==> src/rtl/pqu_pkg.sv <==
`timescale 1ns / 1ps

package pqu_pkg;

  localparam int QUEUE_DEPTH = 16;
  localparam int ID_BITS     = 16;
  localparam int CNT_W       = $clog2(QUEUE_DEPTH + 1);

  typedef enum logic [1:0] {
    ACT_INSERT = 2'd0,
    ACT_POP    = 2'd1,
    ACT_REMOVE = 2'd2,
    ACT_CLEAR  = 2'd3
  } action_t;

  typedef enum logic [1:0] {
    ST_OK       = 2'd0,
    ST_EMPTY    = 2'd1,
    ST_DISABLED = 2'd2,
    ST_FULL     = 2'd3
  } status_t;

  typedef enum logic [1:0] {
    MODE_INSERT,
    MODE_POP,
    MODE_REMOVE,
    MODE_HOLD
  } cell_mode_t;

  typedef struct packed {
    logic       step;
    cell_mode_t mode;
  } cell_ctrl_t;

  typedef struct packed {
    logic signed [7:0]   prio;
    logic [ID_BITS-1:0]  id;
    logic [15:0]         tag;
  } entry_t;

  typedef struct packed {
    action_t            action;
    logic signed [7:0]  priority_req;
    logic [15:0]        entry_id;
    logic [15:0]        payload_tag;
  } cmd_t;

  typedef struct packed {
    status_t            status;
    logic signed [7:0]  out_priority;
    logic [15:0]        out_id;
    logic [15:0]        out_tag;
    logic [4:0]         occupancy;
    logic               queue_empty;
  } rsp_t;

endpackage

==> src/rtl/priority_ordered_queue_unit.sv <==
`timescale 1ns / 1ps

// Channel | Dir | Handshake              | Payload
// cmd     | in  | cmd_valid / cmd_ready  | cmd (cmd_t)
// rsp     | out | rsp_valid / rsp_ready  | rsp (rsp_t)
// cfg     | in  | cfg_valid / cfg_ready  | cfg_enable (queue enable)
//
// Each command is first captured into a register; insert and pop then shift the
// row of slot cells once, and clear only resets the count. Remove-by-id shifts
// the row once per matching entry, since the row drops one match per shift.
// Reset empties the queue and sets the enable; slot contents are not cleared.
// A held response stalls the next command only at its execute cycle.

module priority_ordered_queue_unit
  import pqu_pkg::*;
(
  input  logic clk,
  input  logic rst,
  input  logic cmd_valid,
  output logic cmd_ready,
  input  cmd_t cmd,
  output logic rsp_valid,
  input  logic rsp_ready,
  output rsp_t rsp,
  input  logic cfg_valid,
  output logic cfg_ready,
  input  logic cfg_enable
);

  typedef enum logic {
    S_IDLE,
    S_EXEC
  } state_t;

  state_t           state;
  cmd_t             cmd_reg;
  logic [CNT_W-1:0] count;
  logic [CNT_W-1:0] count_next;
  logic             queue_enable;

  cell_ctrl_t       ctrl;
  entry_t           new_entry;
  entry_t           cell_entry [QUEUE_DEPTH];
  logic [QUEUE_DEPTH-1:0] take_vec;
  logic [QUEUE_DEPTH-1:0] hole_vec;

  logic             done;
  logic             rsp_free;
  rsp_t             rsp_next;

  assign cfg_ready = 1'b1;
  assign cmd_ready = (state == S_IDLE);
  assign rsp_free  = !rsp_valid || rsp_ready;

  assign new_entry.prio = cmd_reg.priority_req;
  assign new_entry.id   = ID_BITS'(cmd_reg.entry_id);
  assign new_entry.tag  = cmd_reg.payload_tag;

  for (genvar i = 0; i < QUEUE_DEPTH; i++) begin : g_cell
    logic   occ;
    entry_t left_e;
    entry_t right_e;
    logic   take_l;
    logic   hole_l;

    assign occ = (CNT_W'(i) < count);

    if (i == 0) begin : g_first
      assign left_e = new_entry;
      assign take_l = 1'b0;
      assign hole_l = 1'b0;
    end else begin : g_mid
      assign left_e = cell_entry[i-1];
      assign take_l = take_vec[i-1];
      assign hole_l = hole_vec[i-1];
    end

    if (i == QUEUE_DEPTH - 1) begin : g_last
      assign right_e = cell_entry[i];
    end else begin : g_inner
      assign right_e = cell_entry[i+1];
    end

    pqu_cell u_cell (
      .clk         (clk),
      .ctrl        (ctrl),
      .new_entry   (new_entry),
      .occupied    (occ),
      .left_entry  (left_e),
      .right_entry (right_e),
      .take_left   (take_l),
      .hole_left   (hole_l),
      .entry       (cell_entry[i]),
      .take        (take_vec[i]),
      .hole        (hole_vec[i])
    );
  end

  always_comb begin
    ctrl.step    = 1'b0;
    ctrl.mode    = MODE_HOLD;
    count_next   = count;
    done         = 1'b0;
    rsp_next     = '0;
    rsp_next.status = ST_OK;
    if (state == S_EXEC && rsp_free) begin
      case (cmd_reg.action)
        ACT_INSERT: begin
          done = 1'b1;
          if (!queue_enable) begin
            rsp_next.status = ST_DISABLED;
          end else if (count == CNT_W'(QUEUE_DEPTH)) begin
            rsp_next.status = ST_FULL;
          end else begin
            ctrl.step  = 1'b1;
            ctrl.mode  = MODE_INSERT;
            count_next = count + 1'b1;
          end
        end
        ACT_POP: begin
          done = 1'b1;
          if (!queue_enable) begin
            rsp_next.status = ST_DISABLED;
          end else if (count == '0) begin
            rsp_next.status = ST_EMPTY;
          end else begin
            ctrl.step             = 1'b1;
            ctrl.mode             = MODE_POP;
            count_next            = count - 1'b1;
            rsp_next.out_priority = cell_entry[0].prio;
            rsp_next.out_id       = 16'(cell_entry[0].id);
            rsp_next.out_tag      = cell_entry[0].tag;
          end
        end
        ACT_REMOVE: begin
          // The last cell's hole flag says whether any occupied slot matches.
          if (hole_vec[QUEUE_DEPTH-1]) begin
            ctrl.step  = 1'b1;
            ctrl.mode  = MODE_REMOVE;
            count_next = count - 1'b1;
          end else begin
            done = 1'b1;
          end
        end
        default: begin
          done       = 1'b1;
          count_next = '0;
        end
      endcase
    end
    rsp_next.occupancy   = 5'(count_next);
    rsp_next.queue_empty = (count_next == '0);
  end

  always_ff @(posedge clk) begin
    if (rst) begin
      state        <= S_IDLE;
      count        <= '0;
      queue_enable <= 1'b1;
      rsp_valid    <= 1'b0;
    end else begin
      if (cfg_valid && cfg_ready) begin
        queue_enable <= cfg_enable;
      end
      count <= count_next;
      // A new response can only be loaded once the held one is free to go.
      if (done) begin
        rsp_valid <= 1'b1;
      end else if (rsp_ready) begin
        rsp_valid <= 1'b0;
      end
      case (state)
        S_IDLE: begin
          if (cmd_valid) begin
            state <= S_EXEC;
          end
        end
        S_EXEC: begin
          if (done) begin
            state <= S_IDLE;
          end
        end
        default: begin
          state <= S_IDLE;
        end
      endcase
    end
  end

  always_ff @(posedge clk) begin
    if (cmd_valid && cmd_ready) begin
      cmd_reg <= cmd;
    end
    if (done) begin
      rsp <= rsp_next;
    end
  end

endmodule

==> src/rtl/pqu_cell.sv <==
`timescale 1ns / 1ps

module pqu_cell
  import pqu_pkg::*;
(
  input  logic       clk,
  input  cell_ctrl_t ctrl,
  input  entry_t     new_entry,
  input  logic       occupied,
  input  entry_t     left_entry,
  input  entry_t     right_entry,
  input  logic       take_left,
  input  logic       hole_left,
  output entry_t     entry,
  output logic       take,
  output logic       hole
);

  // An empty slot always takes; among occupied slots the order is descending,
  // so take is monotone along the row and the first taker is the insert point.
  assign take = !occupied || ($signed(new_entry.prio) > $signed(entry.prio));

  // Once a matching slot is seen, every slot from there on moves left by one.
  assign hole = hole_left || (occupied && (entry.id == new_entry.id));

  always_ff @(posedge clk) begin
    if (ctrl.step) begin
      case (ctrl.mode)
        MODE_INSERT: begin
          if (take_left) begin
            entry <= left_entry;
          end else if (take) begin
            entry <= new_entry;
          end
        end
        MODE_POP: begin
          entry <= right_entry;
        end
        MODE_REMOVE: begin
          if (hole) begin
            entry <= right_entry;
          end
        end
        default: begin
          entry <= entry;
        end
      endcase
    end
  end

endmodule

==> config.mk <==
export PLATFORM = sky130hd
export DESIGN_NAME = priority_ordered_queue_unit
export DESIGN_NICKNAME = d
export VERILOG_FILES = /design/src/rtl/pqu_pkg.sv /design/src/rtl/priority_ordered_queue_unit.sv /design/src/rtl/pqu_cell.sv
export SDC_FILE = /design/constraint.sdc
export NUM_CORES = 2
export LEC_CHECK = 0
export BUFFER_PORTS_ARGS = -buffer_cell sky130_fd_sc_hd__buf_2
export CORE_MARGIN = 3
export CORE_UTILIZATION = 65
export CTS_BUF_LIST = sky130_fd_sc_hd__clkbuf_8
export DETAILED_ROUTE_END_ITERATION = 16
export GPL_ROUTABILITY_DRIVEN = 0
export GPL_TIMING_DRIVEN = 1
export PLACE_DENSITY = 0.82
export SYNTH_ARGS = -nofsm -noshare
export SYNTH_HDL_FRONTEND = slang
export SYNTH_HIERARCHICAL = 1
export SYNTH_SLANG_ARGS = --single-unit
export TNS_END_PERCENT = 5
==> constraint.sdc <==
create_clock -name clk -period 8.7 [get_ports clk]
set_clock_uncertainty 0.15 [all_clocks]
set_input_delay 0.87 -clock clk [delete_from_list [all_inputs] [get_ports clk]]
set_output_delay 0.87 -clock clk [all_outputs]
set_load 0.1 [all_outputs]
# Word level (Yosys, flattened, before mapping)
# Cells that the tools add are included.
# Widths: inputs -> output; s select.
classes:
  n_div: 0
  magnitude_cmp: 32
  mux: 88
  n_mul: 0
  addsub: 2
  bitwise: 4
  n_eq_ne: 51
  n_shift: 0
  n_reduce_logical: 91
ops:
  columns: ["operator", "count"]
  rows:
  - ["$mux 40", 46]
  - ["$pmux 40 s3", 15]
  - ["$eq 16x16->1", 16]
  - ["$gt 8x8->1", 16]
  - ["$reduce_and 4->1", 15]
  - ["$lt 4x5->1 const A", 8]
  - ["$ne 3x1->1 const B", 12]
  - ["$logic_or 1x1->1", 32]
  - ["$ne 2x1->1 const B", 16]
  - ["$mux 5", 6]
  - ["$lt 3x5->1 const A", 4]
  - ["$logic_and 1x1->1", 18]
  - ["$mux 3", 6]
  - ["$logic_not 1->1", 17]
  - ["$pmux 5 s3", 1]
  - ["$logic_not 5->1", 2]
  - ["$lt 1x5->1 const A", 2]
  - ["$lt 2x5->1 const A", 2]
  - ["$pmux 3 s3", 1]
  - ["$mux 1", 8]
  - ["$mux 2", 3]
  - ["$ne 3x2->1 const B", 2]
  - ["$add 5x1->5 const B", 1]
  - ["$eq 5x5->1 const B", 1]
  - ["11 further kinds", 18]
totals:
  in_bits: 48
  ramBits: 0
  word_cells: 330
  out_inout_bits: 51
  n_memories: 0
  ff_bits: 738
  latchBits: 0
  rom_bits: 0

# Depth between registers and ports, before layout
depth:
  word_depth: 23
  depth_mapped: 29
  ltp_nobuf: 26

# Hierarchy
# The synthesis kept the hierarchy.
modules_own_cells:
  columns: ["module", "area_each_um2", "cells_each", "instances", "seq_area_each_um2"]
  rows:
  - ["pqu_cell", 2502.4, 239, 16, 1201.2]
  - ["priority_ordered_queue_unit", 3956.3, 277, 1, 2862.7]

# Worst setup path before layout
# No wires, ideal clock.
synth_path:
  path_kind: "register to register"
  startpoint: "register cmd_reg[28] in the netlist's numbering"
  endpoint: "register g_cell[0].u_cell/entry[0] in the netlist's numbering, enable pin"
  setup_slack_ns: 0.999
  t_arrival_ns: 7.148
  n_path_buf: 0
  setup_ns: 0.403
  stages_incl_launch_ff: 27
  synth_period_minus_slack_ns: 7.701
  required_time_ns: 8.147
  cell_sequence: "edfxtp_1 xnor2_1 nand4_1 nor3_1 a41o_1 a41o_1 a41o_1 a41o_1 a41o_1 a41o_1 a41o_1 a41o_1 a41o_1 a41o_1 a41o_1 a41o_1 a41o_1 a41o_1 a41o_1 a41o_1 nand3b_1 o31a_1 nand2b_1 inv_1 ha_1 inv_1 o221a_1"
synth_lines:
  columns: ["element", "line_no", "text"]
  rows:
  - ["start: declaration", "priority_ordered_queue_unit.sv:36", "cmd_t cmd_reg;"]
  - ["start signal: assignment", "priority_ordered_queue_unit.sv:192", "cmd_reg <= cmd;"]
  - ["end signal: assignment", "pqu_cell.sv:31", "entry <= left_entry;"]
  - ["end signal: assignment", "pqu_cell.sv:33", "entry <= new_entry;"]
  - ["end signal: assignment", "pqu_cell.sv:37", "entry <= right_entry;"]
  - ["end: declaration", "pqu_cell.sv:14", "output entry_t entry,"]

==> key figures <==
Drt
  • DRT iter0 DRCs: 2675
  • DR vias: 31190
  • Overall routed net length: 100200 um
  • DR pass1 iterations: 6
  • Routed Antenna Nets: 0
  • Residual DRC count: 0
  • DR vias/cell: 6.096
  • Drt wl/cell: 19.58 um

Logic synthesis
  • Post-Syn Area per Cell: 10.73 um^2
  • Mapped cell area: 43990 um^2
  • Sequential fraction of the synthesis area: 50.19%
  • Top cells by area, synth: edfxtp_1 (50%), mux2i_1 (15%), o21ai_1 (7.3%)
  • Synth top area share: 49.83%
  • YS warnings: 6
  • Cells after Synth: 4101
  • Post-synth EDFFs: 730
  • Synth area leader: edfxtp_1
  • Async set or reset register ratio after synthesis: 0%
  • Main synth FF type: edfxtp_1
  • Yosys reg bits: 738
  • Netlist cell types: 64

CTS
  • Htree depth: 3
  • Clk root buf: clkbuf_8
  • CTS resizes: 0
  • CTS tree: built
  • Number of setup buffers added after CTS: 0
  • Clock latency on the worst-skew pair: 0.75 ns
  • # hold bufs at CTS: 0
  • Clock Tree Buf Depth: 3
  • Clock slew at reported path FFs: 0.06 ns
  • Clock net sink count: 738
  • TritonCTS Buffers: 118

GRT
  • Largest net degree at the start of global routing: 81
  • GR Overflow Total: 0
  • First-pass GRT wire length: 163400 um
  • Initial antenna violation count: 1
  • Vias in the first global route: 31890
  • Global Route Usage Sum: 28.01%

Final layout
  • Layout Cells excl Fill: 5117
  • Filler instances: 4756
  • Commonest non-fill, non-tap cell in the layout: edfxtp_1
  • Area growth syn-to-layout: 7.758%
  • Share of cells above drive strength 1: 9.854%
  • Nets: 4381
  • Number of flip-flops under the largest register name: 640
  • Most frequent cells in the layout: edfxtp_1 (730), nand2_1 (670), o21ai_1 (641), mux2i_1 (640), inv_1 (272)

Worst setup path
  • Slowest CP cell: o221a_2
  • WP data required: 8.89 ns
  • Startpoint Class: flip-flop
  • CP Max Fanout: 40
  • Setup CP Type: flip-flop to flip-flop
  • Crit-path max cell delay: 0.99 ns
  • Worst EP arrival: 7.79 ns
  • Most Frequent Cell on Critical Path: a41o_1
  • Crit path capture type: flip-flop

Floorplanning
  • Io pins: 99
  • Initial Util: 66.21%
  • Die extent in y: 266.2 um
  • Die Area: 70840 um^2
  • Core area: 66450 um^2
  • Chip width: 266.2 um
  • Rows: 94

Timing
  • Setup TNS: 0 ns
  • Min Tclk post-route: 7.596 ns
  • Final setup viols: 0
  • Crit share post-route: 87.32%
  • RSZ-0062 raised after global routing: false
  • Final Hold Fails: 0
  • Peak Freq: 0.1316 GHz
  • Worst Tran Pin Value: 1.190 ns
  • Final slew viol count: 0
  • Slew HR: 20.67%

Pwr
  • PwrDens: 167.9 nW/um^2
  • Peak VDD IR: 0.1517 mV
  • Leak: 20.64 nW

Worst hold path
  • Worst hold path type: primary input to flip-flop

Placed design
  • HPWL Detailed: 68710 um
  • Placed cell count: 4897
  • Port-buffer cells: 97

Job
  • Max Cap Violations: 0

Run status
  • Run status: finished, final reports clean
## stage by stage
step           hold slack (ns)  setup slack, ns  util, %  cell area (um^2)  total power (W)
6_report                0.1378            1.104    71.34             47410         0.007957
5_1_grt                0.09445           0.6670    71.34             47410         0.008259
4_1_cts                0.09229            1.157    71.34             47410         0.007988
3_5_place_dp            0.3988            1.190    68.10             45260         0.005243
3_3_place_gp            0.3861            1.416    68.10             45260         0.005200
2_1_floorplan           0.3743           0.9995        -             44000         0.004995
## final timing paths
kind | cells after the start | from | end | slack, ns
hold / removal | 1 | cmd[32] | cmd_reg[32] | 0.14
hold reg to reg | 1 | g_cell[0].u_cell/entry[6] | rsp[12] | 0.41
setup reg to reg | 27 | count[4] | g_cell[0].u_cell/entry[10] | 1.10
setup / recovery | 27 | count[4] | g_cell[0].u_cell/entry[10] | 1.10
## cell usage after synthesis, types with 16 or more instances
cell / number
o21ai_1: 641
o22a_2: 16
nor4_1: 16
o221a_1: 16
mux2i_1: 640
and2_0: 16
nand2_1: 670
o21ai_0: 20
nor3_1: 22
o22ai_1: 17
buf_2: 65
and2_1: 42
a21oi_1: 54
nand4_1: 49
edfxtp_1: 730
inv_1: 233
nor2b_1: 22
xnor2_1: 192
nand4_2: 16
a211oi_1: 16
inv_2: 17
a41o_1: 16
ha_1: 180
xor2_1: 65
a211o_1: 32
clkbuf_1: 172
nand2b_1: 40
nand3_1: 20
## report_power, final
part / internal, W / switching (W)
combinational: 0.000380 / 0.000725
sequential: 0.00402 / 0.0000622
clock: 0.00133 / 0.00144
total: 0.00573 / 0.00222
## logic make-up after synthesis
family / count (synthesis) / share of synthesized area (%)
AOI/OAI and AO/OA: 853 / 10.90
xor gates and xnor gates: 257 / 5.116
and+or+nand+nor: 941 / 9.684
other: 2 / 0.01707
buffers and inverters: 489 / 4.383
muxes: 641 / 14.59
adders and majority gates: 180 / 5.119
DFF: 738 / 50.19
## final cells by class
cell class              instances  area (um^2)  share of cell area [%]
repair buffers                170         1071                   2.259
clock inverters                98        484.2                   1.021
inverters                     250        938.4                   1.979
flip-flops and latches        738        22080                   46.58
diodes                          1        2.502                0.005278
multi-input cells            2875        20080                   42.36
clock buffers                 121         1665                   3.513
well taps                     864         1081                   2.280
## critical path, delay by kind of cell (launching register included)
| kind | cells | cell delay, ns |
|---|---|---|
| AOI/OAI and AO/OA | 18 | 4.85 |
| and+or+nand+nor | 4 | 0.84 |
| buffers and inverters | 4 | 0.76 |
| adders and majority gates | 1 | 0.22 |
| DFF | 1 | 0.31 |
## metal layers
layer	GRT usage, %	part of all wire, %	vias to the layer above
met5	0	0	-
met4	8.002	2.1	0
met3	3.638	4.8	176
met2	48.03	50	872
met1	37.71	44	15280
li1	-	-	14870
Power figures use the tool's default switching activity.
